## config.mk

```make
export PLATFORM = sky130hd
export DESIGN_NAME = header_field_value_locator_unit_flat
export DESIGN_NICKNAME = d
export VERILOG_FILES = /design/src/rtl/hfvl_pkg.sv /design/src/rtl/hfvl_if.sv /design/src/rtl/hfvl_front.sv /design/src/rtl/hfvl_queue.sv /design/src/rtl/hfvl_back.sv /design/src/rtl/header_field_value_locator_unit.sv /design/src/flat_wrapper.sv
export SDC_FILE = /design/constraint.sdc
export NUM_CORES = 1
export LEC_CHECK = 0
export BUFFER_PORTS_ARGS = -buffer_cell sky130_fd_sc_hd__clkbuf_2
export CORE_MARGIN = 2
export CORE_UTILIZATION = 60
export CTS_CLUSTER_DIAMETER = 80
export DETAILED_ROUTE_END_ITERATION = 6
export GPL_TIMING_DRIVEN = 0
export HOLD_SLACK_MARGIN = 0.06
export PLACE_DENSITY = 0.8
export SYNTH_ARGS = -nofsm -noshare
export SYNTH_HDL_FRONTEND = slang
export SYNTH_SLANG_ARGS = --single-unit
```

## constraint.sdc

```tcl
create_clock -name clk -period 4.75 [get_ports clk]
set_input_delay 0.2375 -clock clk [delete_from_list [all_inputs] [get_ports clk]]
set_output_delay 0.2375 -clock clk [all_outputs]
set_load 0.01 [all_outputs]
```

## src/rtl/hfvl_pkg.sv

```systemverilog
// ---------------------------------------------------------------------------
// hfvl_pkg
// Shared types, constants and helpers for the header field value locator.
// ---------------------------------------------------------------------------
package hfvl_pkg;

  // block size limit and the position where the counter stops
  localparam int unsigned MAX_BLOCK_BYTES = 65536;
  localparam logic [15:0] POS_LIMIT =
    ((MAX_BLOCK_BYTES - 1) < 65535) ? 16'(MAX_BLOCK_BYTES - 1) : 16'hFFFF;

  // longest header name
  localparam logic [4:0] NAME_MAX_BYTES = 5'd16;

  // character codes
  localparam logic [7:0] CH_COLON = 8'h3A;
  localparam logic [7:0] CH_EQUAL = 8'h3D;
  localparam logic [7:0] CH_SPACE = 8'h20;
  localparam logic [7:0] CH_TAB   = 8'h09;
  localparam logic [7:0] CH_CR    = 8'h0D;
  localparam logic [7:0] CH_LF    = 8'h0A;
  localparam logic [7:0] CH_DEL   = 8'h7F;
  localparam logic [7:0] CH_LOW_A = 8'h61;
  localparam logic [7:0] CH_LOW_Z = 8'h7A;
  localparam logic [7:0] CASE_GAP = 8'h20;

  // configuration register indexes
  typedef enum logic [1:0] {
    REG_NAME_LOW  = 2'd0,
    REG_NAME_HIGH = 2'd1,
    REG_NAME_LEN  = 2'd2
  } reg_idx_t;

  // parser modes
  typedef enum logic [2:0] {
    M_SKIP        = 3'd0,
    M_MATCH       = 3'd1,
    M_AFTER_NAME  = 3'd2,
    M_LEAD_BLANKS = 3'd3,
    M_POST_SEP    = 3'd4,
    M_VALUE       = 3'd5,
    M_DONE        = 3'd6
  } mode_t;

  // configuration seen by the parser
  typedef struct packed {
    logic [63:0] name_low;
    logic [63:0] name_high;
    logic [4:0]  name_len;
  } cfg_t;

  // classified byte as held in the queue
  typedef struct packed {
    logic [7:0] folded;
    logic       is_zero;
    logic       is_lf;
    logic       is_crlf;
    logic       is_blank;
    logic       is_sep;
    logic       is_vchar;
    logic       last;
  } cls_t;

  // upper-case ascii letters, leave everything else
  function automatic logic [7:0] fold_case(input logic [7:0] c);
    logic [7:0] r;
    r = c;
    if (c >= CH_LOW_A && c <= CH_LOW_Z) begin
      r = c - CASE_GAP;
    end
    return r;
  endfunction

  // pick one name character out of the two name words
  function automatic logic [7:0] name_char(input logic [63:0] lo, input logic [63:0] hi,
                                           input logic [3:0] idx);
    logic [127:0] both;
    both = {hi, lo};
    return both[{idx, 3'b000} +: 8];
  endfunction

endpackage

```

## src/rtl/hfvl_if.sv

```systemverilog
// ---------------------------------------------------------------------------
// hfvl_in_if / hfvl_out_if
// Valid/ready channels for header bytes and for located results.
// ---------------------------------------------------------------------------
interface hfvl_in_if;
  logic       valid;
  logic       ready;
  logic [7:0] data_byte;
  logic       block_end;

  modport source (output valid, output data_byte, output block_end, input ready);
  modport sink   (input valid, input data_byte, input block_end, output ready);
endinterface

interface hfvl_out_if;
  logic        valid;
  logic        ready;
  logic        found;
  logic [15:0] value_offset;
  logic [15:0] value_length;
  logic        overflow;

  modport source (output valid, output found, output value_offset, output value_length,
                  output overflow, input ready);
  modport sink   (input valid, input found, input value_offset, input value_length,
                  input overflow, output ready);
endinterface

```

## src/rtl/hfvl_front.sv

```systemverilog
// ---------------------------------------------------------------------------
// hfvl_front
// Classifies each incoming header byte for the parser.
// ---------------------------------------------------------------------------
module hfvl_front (
  input  logic          [7:0] data_byte,
  input  logic                block_end,
  output hfvl_pkg::cls_t      cls
);
  import hfvl_pkg::*;

  // byte classes
  always_comb begin
    cls.folded   = fold_case(data_byte);
    cls.is_zero  = (data_byte == 8'h00);
    cls.is_lf    = (data_byte == CH_LF);
    cls.is_crlf  = (data_byte == CH_LF) || (data_byte == CH_CR);
    cls.is_blank = (data_byte == CH_SPACE) || (data_byte == CH_TAB);
    cls.is_sep   = (data_byte == CH_COLON) || (data_byte == CH_EQUAL);
    cls.is_vchar = (data_byte > CH_SPACE) && (data_byte != CH_DEL);
    cls.last     = block_end;
  end

endmodule

```

## src/rtl/hfvl_queue.sv

```systemverilog
// ---------------------------------------------------------------------------
// hfvl_queue
// Short queue of classified bytes between front and parser.
// ---------------------------------------------------------------------------
module hfvl_queue #(
  parameter int unsigned DEPTH = 4
) (
  input  logic           clk,
  input  logic           rst,
  input  logic           push,
  input  hfvl_pkg::cls_t push_word,
  output logic           full,
  output logic           head_valid,
  output hfvl_pkg::cls_t head_word,
  input  logic           pop
);
  import hfvl_pkg::*;

  localparam int unsigned PW = (DEPTH > 1) ? $clog2(DEPTH) : 1;
  localparam int unsigned CW = $clog2(DEPTH + 1);
  localparam logic [PW-1:0] LAST_SLOT = PW'(DEPTH - 1);
  localparam logic [CW-1:0] FULL_COUNT = CW'(DEPTH);

  cls_t          slots [DEPTH];
  logic [PW-1:0] wr_ptr;
  logic [PW-1:0] rd_ptr;
  logic [CW-1:0] count;
  logic          do_push;
  logic          do_pop;

  assign full       = (count == FULL_COUNT);
  assign head_valid = (count != '0);
  assign head_word  = slots[rd_ptr];
  assign do_push    = push && !full;
  assign do_pop     = pop && head_valid;

  // storage
  always_ff @(posedge clk) begin
    if (do_push) begin
      slots[wr_ptr] <= push_word;
    end
  end

  // pointers and fill count
  always_ff @(posedge clk) begin
    if (rst) begin
      wr_ptr <= '0;
      rd_ptr <= '0;
      count  <= '0;
    end else begin
      if (do_push) begin
        wr_ptr <= (wr_ptr == LAST_SLOT) ? '0 : wr_ptr + 1'b1;
      end
      if (do_pop) begin
        rd_ptr <= (rd_ptr == LAST_SLOT) ? '0 : rd_ptr + 1'b1;
      end
      if (do_push && !do_pop) begin
        count <= count + 1'b1;
      end else if (do_pop && !do_push) begin
        count <= count - 1'b1;
      end
    end
  end

endmodule

```

## src/rtl/hfvl_back.sv

```systemverilog
// ---------------------------------------------------------------------------
// hfvl_back
// Header line parser: name match, separator, value bounds, result register.
// ---------------------------------------------------------------------------
module hfvl_back (
  input  logic             clk,
  input  logic             rst,
  input  hfvl_pkg::cfg_t   cfg,
  input  logic             head_valid,
  input  hfvl_pkg::cls_t   head_word,
  output logic             pop,
  hfvl_out_if.source       res
);
  import hfvl_pkg::*;

  mode_t       mode, mode_next;
  logic [4:0]  name_idx, name_idx_next;
  logic [15:0] pos, pos_next;
  logic [15:0] vstart, vstart_next;
  logic [15:0] trim_end, trim_end_next;
  logic        sat, sat_next;

  logic        take;
  logic        emit;
  logic        emit_found;
  logic [4:0]  len_eff;
  logic        name_hit;
  logic [15:0] pos_plus;
  mode_t       skip_mode;
  mode_t       after_mode;
  logic        at_limit;

  assign take = head_valid && (!res.valid || res.ready);
  assign pop  = take;

  assign len_eff  = (cfg.name_len > NAME_MAX_BYTES) ? NAME_MAX_BYTES : cfg.name_len;
  assign name_hit = (head_word.folded ==
                     fold_case(name_char(cfg.name_low, cfg.name_high, name_idx[3:0])));
  assign pos_plus = (pos == 16'hFFFF) ? 16'hFFFF : pos + 16'd1;
  assign at_limit = (pos >= POS_LIMIT);

  // where a rejected line goes, and what follows a matched name
  assign skip_mode  = head_word.is_lf ? M_MATCH : M_SKIP;
  assign after_mode = head_word.is_blank ? M_LEAD_BLANKS :
                      head_word.is_sep   ? M_POST_SEP : skip_mode;

  // parser state registers
  always_ff @(posedge clk) begin
    if (rst) begin
      mode     <= M_SKIP;
      name_idx <= '0;
      pos      <= '0;
      vstart   <= '0;
      trim_end <= '0;
      sat      <= 1'b0;
    end else if (take) begin
      mode     <= mode_next;
      name_idx <= name_idx_next;
      pos      <= pos_next;
      vstart   <= vstart_next;
      trim_end <= trim_end_next;
      sat      <= sat_next;
    end
  end

  // next state for one byte
  always_comb begin
    mode_next     = mode;
    name_idx_next = name_idx;
    vstart_next   = vstart;
    trim_end_next = trim_end;
    emit          = 1'b0;
    emit_found    = 1'b0;

    if (mode != M_DONE && head_word.is_zero) begin
      emit      = 1'b1;
      mode_next = M_DONE;
    end else begin
      unique case (mode)
        M_SKIP: begin
          if (head_word.is_lf) begin
            mode_next     = M_MATCH;
            name_idx_next = '0;
          end
        end
        M_MATCH: begin
          if (name_idx >= len_eff) begin
            mode_next     = after_mode;
            name_idx_next = '0;
          end else if (name_hit) begin
            name_idx_next = name_idx + 5'd1;
            if ((name_idx + 5'd1) >= len_eff) begin
              mode_next = M_AFTER_NAME;
            end
          end else begin
            mode_next     = skip_mode;
            name_idx_next = '0;
          end
        end
        M_AFTER_NAME: begin
          mode_next     = after_mode;
          name_idx_next = '0;
        end
        M_LEAD_BLANKS, M_POST_SEP: begin
          if (head_word.is_blank) begin
            mode_next = mode;
          end else if (head_word.is_sep && mode == M_LEAD_BLANKS) begin
            mode_next = M_POST_SEP;
          end else begin
            // first value byte: an empty value rejects the line
            vstart_next   = pos;
            trim_end_next = pos;
            name_idx_next = '0;
            if (head_word.is_vchar) begin
              trim_end_next = pos_plus;
              mode_next     = M_VALUE;
            end else if (head_word.is_crlf) begin
              mode_next = skip_mode;
            end else begin
              mode_next = M_SKIP;
            end
          end
        end
        M_VALUE: begin
          name_idx_next = '0;
          if (head_word.is_blank) begin
            mode_next = M_VALUE;
          end else if (head_word.is_vchar) begin
            trim_end_next = pos_plus;
          end else if (head_word.is_crlf) begin
            if (trim_end == vstart) begin
              mode_next = skip_mode;
            end else begin
              emit       = 1'b1;
              emit_found = 1'b1;
              mode_next  = M_DONE;
            end
          end else begin
            mode_next = M_SKIP;
          end
        end
        M_DONE: begin
          mode_next = M_DONE;
        end
        default: begin
          mode_next = M_SKIP;
        end
      endcase
    end

    // block end: not-found result if nothing went out yet
    if (head_word.last && mode != M_DONE && !emit) begin
      emit = 1'b1;
    end

    // position counter stops at its limit
    pos_next = at_limit ? pos : pos + 16'd1;
    sat_next = sat || at_limit;

    if (head_word.last) begin
      mode_next     = M_SKIP;
      name_idx_next = '0;
      pos_next      = '0;
      vstart_next   = '0;
      trim_end_next = '0;
      sat_next      = 1'b0;
    end
  end

  // result register
  always_ff @(posedge clk) begin
    if (rst) begin
      res.valid <= 1'b0;
    end else if (take && emit) begin
      res.valid <= 1'b1;
    end else if (res.ready) begin
      res.valid <= 1'b0;
    end
  end

  always_ff @(posedge clk) begin
    if (take && emit) begin
      res.found        <= emit_found;
      res.value_offset <= emit_found ? vstart : '0;
      res.value_length <= emit_found ? (trim_end - vstart) : '0;
      res.overflow     <= sat;
    end
  end

  // block end puts the parser back to its start
  a_block_clear: assert property (@(posedge clk) disable iff (rst)
    (take && head_word.last) |=> (mode == M_SKIP && pos == '0 && !sat))
    else $error("parser state not cleared after block end");

  // a located value is never empty
  a_found_len: assert property (@(posedge clk) disable iff (rst)
    (res.valid && res.found) |-> (res.value_length != '0))
    else $error("found result with empty value");

  // not-found results carry no position
  a_miss_zero: assert property (@(posedge clk) disable iff (rst)
    (res.valid && !res.found) |-> (res.value_offset == '0 && res.value_length == '0))
    else $error("not-found result with nonzero offset or length");

  // counter never runs past its limit
  a_pos_limit: assert property (@(posedge clk) disable iff (rst)
    pos <= POS_LIMIT)
    else $error("position counter beyond limit");

  // trimmed end never falls before the value start
  a_trim_order: assert property (@(posedge clk) disable iff (rst)
    (mode == M_VALUE) |-> (trim_end >= vstart))
    else $error("value end before value start");

endmodule

```

## src/rtl/header_field_value_locator_unit.sv

```systemverilog
// ---------------------------------------------------------------------------
// header_field_value_locator_unit
// Finds the value of a configured header name in a byte-wide header block.
// ---------------------------------------------------------------------------
//  channel  dir  word                                              handshake
//  hdr      in   data_byte, block_end                              valid/ready
//  res      out  found, value_offset, value_length, overflow       valid/ready
//  cfg      in   cfg_index, cfg_data                               cfg_we only
//
//  one byte per cycle sustained while res is not stalled; the parser
//  loop settles each byte combinationally; a result goes from the queue slot
//  into the result register; rst (synchronous) clears the queue, the parser
//  and res.valid and resets the name registers; a stalled res holds the parser;
//  hdr keeps taking bytes until the QUEUE_DEPTH entry queue fills
// ---------------------------------------------------------------------------
module header_field_value_locator_unit #(
  parameter int unsigned QUEUE_DEPTH = 4
) (
  input  logic        clk,
  input  logic        rst,
  hfvl_in_if.sink     hdr,
  hfvl_out_if.source  res,
  input  logic        cfg_we,
  input  logic [1:0]  cfg_index,
  input  logic [63:0] cfg_data
);
  import hfvl_pkg::*;

  cfg_t cfg;
  cls_t cls;
  cls_t head_word;
  logic q_full;
  logic head_valid;
  logic pop;

  // name registers
  always_ff @(posedge clk) begin
    if (rst) begin
      cfg.name_low  <= '0;
      cfg.name_high <= '0;
      cfg.name_len  <= 5'd1;
    end else if (cfg_we) begin
      unique case (cfg_index)
        REG_NAME_LOW:  cfg.name_low  <= cfg_data;
        REG_NAME_HIGH: cfg.name_high <= cfg_data;
        REG_NAME_LEN:  cfg.name_len  <= cfg_data[4:0];
        default: ;
      endcase
    end
  end

  // classify incoming bytes
  hfvl_front u_front (
    .data_byte (hdr.data_byte),
    .block_end (hdr.block_end),
    .cls       (cls)
  );

  assign hdr.ready = !q_full;

  // queue between front and parser
  hfvl_queue #(
    .DEPTH (QUEUE_DEPTH)
  ) u_queue (
    .clk        (clk),
    .rst        (rst),
    .push       (hdr.valid),
    .push_word  (cls),
    .full       (q_full),
    .head_valid (head_valid),
    .head_word  (head_word),
    .pop        (pop)
  );

  // parser and result register
  hfvl_back u_back (
    .clk        (clk),
    .rst        (rst),
    .cfg        (cfg),
    .head_valid (head_valid),
    .head_word  (head_word),
    .pop        (pop),
    .res        (res)
  );

endmodule

```

## src/flat_wrapper.sv

```systemverilog
// flat-port wrapper written by rule: the top's interface ports become plain ports
module header_field_value_locator_unit_flat import hfvl_pkg::*;
#(
  parameter int unsigned QUEUE_DEPTH = 4
)
  (clk, rst, cfg_we, cfg_index, cfg_data, hdr_valid, hdr_data_byte, hdr_block_end, hdr_ready, res_valid, res_found, res_value_offset, res_value_length, res_overflow, res_ready);
  hfvl_in_if hdr_i ();
  hfvl_out_if res_i ();
  input  logic clk;
  input  logic rst;
  input  logic cfg_we;
  input  logic [1:0] cfg_index;
  input  logic [63:0] cfg_data;
  input wire logic [$bits(hdr_i.valid)-1:0] hdr_valid;
  input wire logic [$bits(hdr_i.data_byte)-1:0] hdr_data_byte;
  input wire logic [$bits(hdr_i.block_end)-1:0] hdr_block_end;
  output wire logic [$bits(hdr_i.ready)-1:0] hdr_ready;
  output wire logic [$bits(res_i.valid)-1:0] res_valid;
  output wire logic [$bits(res_i.found)-1:0] res_found;
  output wire logic [$bits(res_i.value_offset)-1:0] res_value_offset;
  output wire logic [$bits(res_i.value_length)-1:0] res_value_length;
  output wire logic [$bits(res_i.overflow)-1:0] res_overflow;
  input wire logic [$bits(res_i.ready)-1:0] res_ready;
  assign hdr_i.valid = hdr_valid;
  assign hdr_i.data_byte = hdr_data_byte;
  assign hdr_i.block_end = hdr_block_end;
  assign hdr_ready = hdr_i.ready;
  assign res_valid = res_i.valid;
  assign res_found = res_i.found;
  assign res_value_offset = res_i.value_offset;
  assign res_value_length = res_i.value_length;
  assign res_overflow = res_i.overflow;
  assign res_i.ready = res_ready;
  header_field_value_locator_unit #(.QUEUE_DEPTH(QUEUE_DEPTH)) u_core (.clk(clk), .rst(rst), .hdr(hdr_i), .res(res_i), .cfg_we(cfg_we), .cfg_index(cfg_index), .cfg_data(cfg_data));
endmodule
```

-- Yosys cells after proc, flatten, opt, wreduce, memory -nomap -nowiden
Memory sizes are Yosys's and may differ from the RTL's. A register that Yosys moved wholly into a read port is not among the register bits.
Cells that the tools add are included.
- add/subtract/negate cells: 9
- multipliers: 0
- divide/modulo/power cells: 0
- $lt $le $gt $ge: 9
- equality and inequality tests: 35
- shifts and indexed selects: 1
- mux-type cells: 64
- bitwise gates (word level): 0
- reductions and logical operators: 42
- operator list (cell ; number):
    16-bit 2-to-1 mux ; 15
    128-bit by 8-bit variable part select with 8-bit output ; 1
    3-bit 2-to-1 mux ; 17
    5-bit 2-to-1 mux ; 8
    16-bit one-hot mux with 2 select lines ; 1
    8-bit by 4-bit equality test with 1-bit output, second input constant ; 3
    8-bit by 6-bit equality test with 1-bit output, second input constant ; 3
    5-bit one-hot mux with 4 select lines ; 1
    3-bit one-hot mux with 6 select lines ; 1
    16-bit by 1-bit adder with 16-bit output, second input constant ; 1
    16-bit equality test ; 1
    16-bit equality test, second input constant ; 1
    16-bit greater-or-equal comparator, second input constant ; 1
    8-bit by 7-bit greater-or-equal comparator with 1-bit output, second input constant ; 2
    8-bit by 7-bit less-or-equal comparator with 1-bit output, second input constant ; 2
    8-bit 2-to-1 mux ; 2
    16-bit subtractor ; 1
    8-bit by 6-bit subtractor with 8-bit output, second input constant ; 2
    1-bit 2-to-1 mux ; 15
    3-bit inequality test, second input constant ; 5
    1-bit logical AND ; 13
    3-bit equality test, second input constant ; 4
    5-bit greater-or-equal comparator ; 2
    5-bit AND reduction ; 2
    30 further kinds ; 56
- register bits after elaboration: 232
- bits in latches: 0
- bits in writable memories: 60
- memory bits (read-only): 0
- input port bits: 80
- output and inout port bits: 36
- logic and storage cells: 178
- memories kept: 1
- memories (memory ; depth ; bits a word ; rd ports ; clocked after memory_dff ; write ports ; RTL line ; text):
    u_core.u_queue.slots ; 4 ; 15 ; 1 ; 1 ; 1 ; hfvl_queue.sv:24 ; cls_t slots [DEPTH];

-- Longest topological paths before layout
Gate-level depths: netlist of the first run.
- depth in word-level cells: 12
- mapped depth: 15
- depth with buffers taken out: 13

-- By module
From an unflattened synthesis of the first run, not the netlist that was laid out.
- cell total of the unflattened synthesis: 1397
- area total of the unflattened synthesis: 14865.5 um2
- by module, submodules not included (module ; times used ; cells each ; area an instance (um2) ; sequential area each (um2)):
    hfvl_back ; 1 ; 720 ; 6442.4 ; 2182.1
    header_field_value_locator_unit ; 1 ; 506 ; 5461.5 ; 2662.6
    hfvl_queue ; 1 ; 128 ; 2681.3 ; 1981.9
    hfvl_front ; 1 ; 43 ; 280.3 ; 0.0

-- Worst setup path after synthesis of the first run
OpenSTA, ideal clock, no wires.
- path type: register -> register
- start: reg u_core.u_back.name_idx[0]
- end: reg u_core.u_back.mode[0]
- library setup time: 0.101 ns
- data arrival time: 3.497 ns
- required time: 4.649 ns
- slack: 1.152 ns
- cell stages (with the launch flop): 16
- period minus slack after synthesis: 3.598 ns
- cells stage by stage: dfxtp_1 buf_6 buf_2 inv_1 buf_2 ha_1 nand2b_1 a21o_1 a21o_1 a21o_1 a21o_1 nor4_1 nand3b_4 or4_4 a211o_1 o41ai_1
- cells in the longest elaborated chain, start to end: 10
- elaborated cells between the ends (all ways): 17
- ends and longest elaborated chain (what ; RTL line ; text):
    start, declared ; hfvl_back.sv:17 ; logic [4:0] name_idx, name_idx_next;
    start signal, assigned ; hfvl_back.sv:58 ; name_idx <= name_idx_next;
    128-bit by 8-bit variable part select with 8-bit output ; hfvl_pkg.sv:79 ; return both[{idx, 3'b000} +: 8];
    8-bit by 7-bit greater-or-equal comparator with 1-bit output / 8-bit by 7-bit less-or-equal comparator with 1-bit output (equally long branches) ; hfvl_pkg.sv:68 ; if (c >= CH_LOW_A && c <= CH_LOW_Z) begin
    1-bit logical AND ; hfvl_pkg.sv:68 ;
    8-bit 2-to-1 mux ; hfvl_pkg.sv:68 ;
    8-bit equality test ; hfvl_back.sv:37 ; assign name_hit = (head_word.folded ==
    3-bit 2-to-1 mux ; hfvl_back.sv:90 ; end else if (name_hit) begin
    3-bit 2-to-1 mux ; hfvl_back.sv:87 ; if (name_idx >= len_eff) begin
    3-bit one-hot mux with 6 select lines ; hfvl_back.sv:79 ; unique case (mode)
    3-bit 2-to-1 mux ; hfvl_back.sv:75 ; if (mode != M_DONE && head_word.is_zero) begin
    3-bit 2-to-1 mux ; hfvl_back.sv:160 ; if (head_word.last) begin
    end signal, assigned ; hfvl_back.sv:57 ; mode <= mode_next;
    end, declared ; hfvl_back.sv:16 ; mode_t mode, mode_next;
Parallel ways exist; a longest one is shown, timed or not.
A chain may end at the register's enable or synchronous reset.

-- Final worst setup path of the first run
Same ends and word-level chain as after synthesis.

==> impl_metrics.json, run 1 <==
{
  "hold_violations": 0,
  "synth_cell_types": 67,
  "dr_total_vias": 12500,
  "end_kind": "flip-flop",
  "start_util_pct": 61.5,
  "numCtsBuffers": 29,
  "design_area_um2": 16700,
  "synth_area_um2": 14000,
  "final_max_slew_viol_count": 0,
  "track_usage_pct": 32.9,
  "rsz0062_at_grt": "no",
  "violations": "DRC",
  "synthSimpleGateAreaFrac_pct": 19.0,
  "wl_um": 40500,
  "pre_cts_ws_ps": 660,
  "crit_top_cell": "a21o_1",
  "crit_cells": 15,
  "path_cells": "buf_6 > buf_2 > inv_1 > buf_2 > ha_1 > nand2b_1 > a21o_1 > a21o_1 > a21o_1 > a21o_1 > nor4_1 > nand3b_4 > or4_4 > a211o_1 > o41ai_1",
  "fin_skew_ps": 10.5,
  "h-tree-depth": 1,
  "cts_tree": "done",
  "clock.fmax_ghz": 0.243,
  "synth.area.mux_share_pct": 9.47,
  "post-route-min-period_ps": 4120,
  "cts-root-buf": "clkbuf_16",
  "syn_to_final_growth_pct": 19.1,
  "place_area_um2": 15000,
  "grt_first_pass_wirelength_um": 62500,
  "crit_slowest_cell": "nor4_1",
  "clock_latency_ps": 560,
  "cap_violations": 0,
  "drive_gt1_share_pct": 13.1,
  "path_delay_family": "simple AND/OR/NAND/NOR gates",
  "dieArea_um2": 24600,
  "required_ps": 5210,
  "synth_area_per_cell_um2": 9.32,
  "ys_seq_area_share_pct": 48.8,
  "arrival_ps": 4580,
  "min_path_type": "in2reg",
  "fin_setup_tns_ps": 0,
  "holdPathStages": 2,
  "antenna_cells": 0,
  "hpwl_um": 28600,
  "slew_headroom_pct": 16.3,
  "max_stage_delay_ps": 560,
  "core-area_um2": 22800,
  "gp_congestion": 0.976,
  "synth_top_family_by_area": "simple AND/OR/NAND/NOR gates",
  "synth_seq_cells": 294,
  "yosys_warnings": 0,
  "synth_edf_count": 94,
  "setup_viol": 0,
  "drc": 1,
  "cts_resized": 0,
  "synthArstFlopShare_pct": 0,
  "synth_fa_ha_area_share_pct": 3.50,
  "vias_per_cell": 6.07,
  "grt_max_degree": 35,
  "grt_overflow": 0,
  "first_global_vias": 11600,
  "synthCells": 1502,
  "cp-start-kind": "flip-flop",
  "path_class": "reg2reg",
  "clockBufferDepth": 3,
  "wl_per_cell_um": 19.7,
  "first_pass_iters": 7,
  "peakVddDrop_v": 0.000345,
  "fin_ws_ps": 628,
  "synth_nets": 1620,
  "reg2regPathDepth": 15,
  "die_h_um": 157,
  "p_per_area_nw_per_um2": 438,
  "worst_slew_pin_slew_ps": 1250,
  "cts.sinks": 294,
  "nets": 1836,
  "nFillCells": 1636,
  "synthFlopType": "dfxtp_1",
  "final_antenna_net_count": 0,
  "io_buffers": 113,
  "clkTransAtPathRegs_ps": 70,
  "critPathMaxFanout": 10,
  "drtIter0Drc": 1343,
  "power_leakage_nw": 6.22,
  "status": "finished with violations",
  "fp-row-count": 55,
  "finalPower_mw": 7.30,
  "io_pins": 116,
  "fin_crit_sh_pct": 86.8,
  "die-width_um": 157,
  "critPathBufInv": 4,
  "synth_compound_area_share_pct": 13.7,
  "antenna_found_initial": 0,
  "synth-xor-area-share_pct": 1.31
}
[layer usage]
metal | routed length, µm | track usage (%)
met1 | 16400 | 44.3
met2 | 18100 | 51.5
met3 | 4860 | 10.8
met4 | 1200 | 8.78
met5 | 0 | 0
[final timing paths]
kind                                                start                    endpoint  slack, ps
worst max-delay path            u_core.u_back.name_idx[0]       u_core.u_back.mode[0]        630
worst max register to register  u_core.u_back.name_idx[0]       u_core.u_back.mode[0]        630
worst min-delay path                     hdr_data_byte[6]  u_core.u_queue.slots[0][6]        130
worst min register to register   u_core.u_back.vstart[12]    u_core.u_back.vstart[12]        450
[cell type report]
| class | count | area (µm²) | area share (%) |
|---|---|---|---|
| Buffer | 96 | 415 | 2.49 |
| Inverter | 49 | 184 | 1.10 |
| Multi-Input combinational cell | 1063 | 6570 | 39.4 |
| Timing Repair Buffer | 185 | 1290 | 7.71 |
| Sequential cell | 294 | 6830 | 40.9 |
| Clock inverter | 9 | 103 | 0.615 |
| Tap cell | 313 | 392 | 2.35 |
| Clock buffer | 45 | 897 | 5.38 |
[synth_stat cells (all sizes together), types with 4 or more instances]
cell,n,share of area (%)
nand2,324,8.7
a21oi,221,7.9
dfxtp,200,29
nor2,107,2.9
edfxtp,94,20
clkbuf,70,1.9
mux4,49,8.2
inv,48,1.3
o21ai,45,1.6
nand3,42,1.5
ha,36,3.2
buf,26,1.1
and3,21,0.94
nor3,20,0.72
nor4,16,0.76
mux2i,15,1.1
xnor2,13,0.81
a21o,10,0.54
a31oi,9,0.40
nor2b,9,0.40
nor3b,9,0.48
a22oi,8,0.43
and2,8,0.36
nand2b,8,0.36
or4,8,0.46
xor2,8,0.50
a211oi,6,0.36
nand4,6,0.27
o311ai,6,0.38
o221ai,5,0.31
o41ai,5,0.37
nand3b,4,0.30
o21a,4,0.21
o22ai,4,0.18
[worst reg2reg max path, stage by stage, from the launching register on]
cell	delay [ps]
dfxtp_1	380
buf_6	220
buf_2	290
inv_1	100
buf_2	230
ha_1	340
nand2b_1	140
a21o_1	190
a21o_1	170
a21o_1	170
a21o_1	230
nor4_1	570
nand3b_4	140
or4_4	530
a211o_1	270
o41ai_1	50
[report_power, final]
group | leakage (nW) | internal [mW] | switching [mW]
sequential | 2.53 | 2.91 | 0.121
combinational | 3.19 | 0.637 | 1.25
clock | 0.498 | 1.41 | 0.979
[stage by stage]
step                      instances  utilization (%)  hold WS [ps]
after floorplan                1502                -           336
after global placement         1928             65.7           439
after detailed placement       1928             65.7           446
after CTS                      2054             73.2          94.2
after global routing           2054             73.2           124
final                          2054             73.2           125
[cells in the final DEF, fill, tap and decap left out, drive strengths merged, types with 20 or more instances in the layout]
cell,netlist,final
and3,21,21
nand3,42,42
buf,26,26
o21ai,45,45
nor2,107,107
dlygate4sd3,0,72
mux4,49,49
clkbuf,70,228
nand2,324,324
a21oi,221,221
edfxtp,94,94
dfxtp,200,200
nor3,20,20
ha,36,36
inv,48,50
[cells by family after synthesis]
family,Yosys count
xor gates and xnor gates,21
buffers and inverters,145
muxes,67
DFF,294
adders and majority gates,38
and+or+nand+nor,597
AOI/OAI and AO/OA,340
[sequential cells by signal (all words and copies together) (netlist names), named ones only]
signal,count
u_core.u_back.pos,16
u_core.u_back.mode,3
u_core.u_back.res.found,1
u_core.u_queue.slots,60
u_core.u_back.name_idx,5
u_core.u_queue.count,3
u_core.u_queue.wr_ptr,2
u_core.u_back.res.value_length,16
u_core.u_back.trim_end,16
u_core.cfg,133
u_core.u_back.vstart,16
u_core.u_queue.rd_ptr,2
u_core.u_back.res.valid,1
u_core.u_back.sat,1
u_core.u_back.res.value_offset,16
u_core.u_back.res.overflow,1
[repair_timing]
action	in CTS	in global routing
endpoints found under the hold margin	159	0
setup buffers	0	0
hold buffers	72	0
No activity file was read; power rests on OpenSTA's default activity.
==> run 2: changes to the inputs <==
Settings changed: CORE_UTILIZATION 60 to 55, CTS_CLUSTER_SIZE from default to 20, PLACE_DENSITY 0.8 to 0.74.
==> run 2 against run 1 <==
Compared with the run above:
- the run still ends with DRC left
- utilization is 8.3 points lower
- wire length fell by 2.0%
- first-iteration DRC count down 18%
- worst setup slack got worse by 120 ps
- critical path type unchanged
- largest power group unchanged
- highest routed layer is now met5
==> impl_metrics.json, run 2 (synthesis results as in run 1) <==
{
  "dr_total_vias": 12100,
  "power_frac_clock_pct": 25.2,
  "start_util_pct": 55.8,
  "reg2regPathDepth": 10,
  "largestRegisters": "u_core.cfg x133, u_core.u_queue.slots x60",
  "cts.sinks": 294,
  "antenna_found_initial": 0,
  "peakVddDrop_v": 0.000323,
  "drtIter0Drc": 1100,
  "nFillCells": 2083,
  "crit_top_cell": "nand4_1",
  "worst_slew_pin_slew_ps": 886,
  "rsz0062_at_grt": "no",
  "clockBufferDepth": 3,
  "post-route-min-period_ps": 4240,
  "first_pass_iters": 7,
  "grt_overflow": 0,
  "antenna_cells": 0,
  "dieArea_um2": 26700,
  "whs_endpoint": "u_core.u_queue.slots[3][6]",
  "p_seq_share_pct": 45.6,
  "slew_headroom_pct": 40.5,
  "pre_cts_ws_ps": 632,
  "reg2reg_from": "u_core.u_back.vstart[12]",
  "fp-row-count": 58,
  "fin_crit_sh_pct": 89.2,
  "post-route-util_pct": 64.9,
  "swShare_pct": 33.9,
  "critPathMaxFanout": 18,
  "vias_per_cell": 5.93,
  "layout_commonest_cell": "nand2_1",
  "p_comb_share_pct": 29.2,
  "clock_latency_ps": 530,
  "path_delay_family": "buffers and inverters",
  "cts-root-buf": "clkbuf_16",
  "end_kind": "flip-flop",
  "holdPathStages": 2,
  "final_antenna_net_count": 0,
  "drc": 4,
  "clock.fmax_ghz": 0.236,
  "fin_setup_tns_ps": 0,
  "cts_setup_buffers": 0,
  "fin_ws_ps": 513,
  "worstHoldStart": "hdr_data_byte[6]",
  "p_sw_mw": 2.24,
  "crit_slowest_cell": "clkinv_1",
  "power_leakage_nw": 6.00,
  "path_class": "reg2reg",
  "h-tree-depth": 1,
  "wl_um": 39700,
  "final_max_slew_viol_count": 0,
  "fin_skew_ps": 29.1,
  "status": "finished with violations",
  "numCtsBuffers": 19,
  "grt_util_met1_pct": 40.7,
  "required_ps": 5020,
  "hold_violations": 0,
  "path_cells": "inv_1 > ha_1 > and4_1 > nand4_1 > or4_1 > nand4_1 > nor3_1 > o21ai_0 > clkinv_1 > buf_16",
  "nets": 1827,
  "cp-start-kind": "flip-flop",
  "cellInternalPower_mw": 4.38,
  "grt_max_degree": 35,
  "largest_reg_flops": 133,
  "gp_congestion": 0.999,
  "max_stage_delay_ps": 860,
  "io_buffers": 113,
  "drive_gt1_share_pct": 11.9,
  "first_global_vias": 11400,
  "p_per_area_nw_per_um2": 407,
  "clkTransAtPathRegs_ps": 80,
  "setup_viol": 0,
  "wl_per_cell_um": 19.4,
  "violations": "DRC",
  "syn_to_final_growth_pct": 16.4,
  "hpwl_um": 28900,
  "track_usage_pct": 29.6,
  "arrival_ps": 4510,
  "grt.busiest_layer": "met2",
  "timing.rr.end": "u_core.u_back.res.overflow",
  "cts_tree": "done",
  "grt_first_pass_wirelength_um": 61200,
  "core-area_um2": 25100,
  "io_pins": 116,
  "cap_violations": 0,
  "max_flop_register": "u_core.cfg",
  "grtUsageMet2_pct": 46.4,
  "critPathBufInv": 3,
  "die-width_um": 164,
  "grtUsageMet3_pct": 7.08,
  "r2r_slack_ps": 510,
  "min_path_type": "in2reg",
  "die_h_um": 164,
  "final_cell_mix": "324 x nand2_1, 221 x a21oi_1, 200 x dfxtp_1"
}
[run 2: area by class of cell]
type	count	area (µm²)	share of cell area, %
buffer	96	415	2.55
clock buffer	25	498	3.06
clock inverter	4	71.3	0.438
inverter	49	184	1.13
multi-input combinational	1063	6570	40.3
sequential	294	6830	41.9
tap	330	413	2.53
timing repair buffer	186	1310	8.06
[run 2: through the flow]
stage	hold slack, ps	area (µm²)	power (mW)	cells
after floorplan	336	14000	4.28	1502
after global placement	439	15000	4.85	1945
after detailed placement	444	15000	4.90	1945
after CTS	129	16300	6.58	2046
after global routing	153	16300	6.93	2047
final	152	16300	6.63	2047
[run 2: timing repair]
action	CTS	global route
gates resized for setup	0	0
endpoints found under the hold margin	159	0
hold buffers	72	0
[run 2: how the worst max path moves through the flow]
stage	start	end	cells past startpoint
after floorplan	u_core.u_back.name_idx[0]	u_core.u_back.mode[0]	15
after global placement	u_core.u_back.name_idx[0]	u_core.u_back.mode[0]	15
after detailed placement	u_core.u_back.name_idx[0]	u_core.u_back.name_idx[2]	15
after CTS	u_core.u_back.name_idx[0]	u_core.u_back.mode[0]	15
after global routing	u_core.u_back.vstart[12]	u_core.u_back.res.value_offset[7]	10
final	u_core.u_back.vstart[12]	u_core.u_back.res.overflow	10
[run 2: per-layer routing]
layer / vias to the layer above / part of all wire (%) / wire length, µm
met5: - / 0.19 / 76
met4: 2 / 2.8 / 1100
met3: 79 / 11 / 4290
met2: 544 / 44 / 17600
met1: 5780 / 42 / 16700
li1: 5738 / - / -
[run 2: worst register-to-register path, delay by kind of cell (launching register included)]
family / cells / cell delay, ps
AO/OA/AOI/OAI: 1 / 660
adder cells (fa/ha/maj): 1 / 380
buffers and inverters: 3 / 1370
flip-flops: 1 / 340
AND/OR/NAND/NOR: 5 / 1220
[run 2: power by group through the flow]
stage | registers (mW) | clock network [mW] | logic, mW
floorplan | 3.13 | 0 | 1.15
global placement | 3.07 | 0 | 1.78
detailed placement | 3.08 | 0 | 1.81
CTS | 3.03 | 1.69 | 1.87
global route | 3.05 | 1.77 | 2.12
finish | 3.02 | 1.67 | 1.93
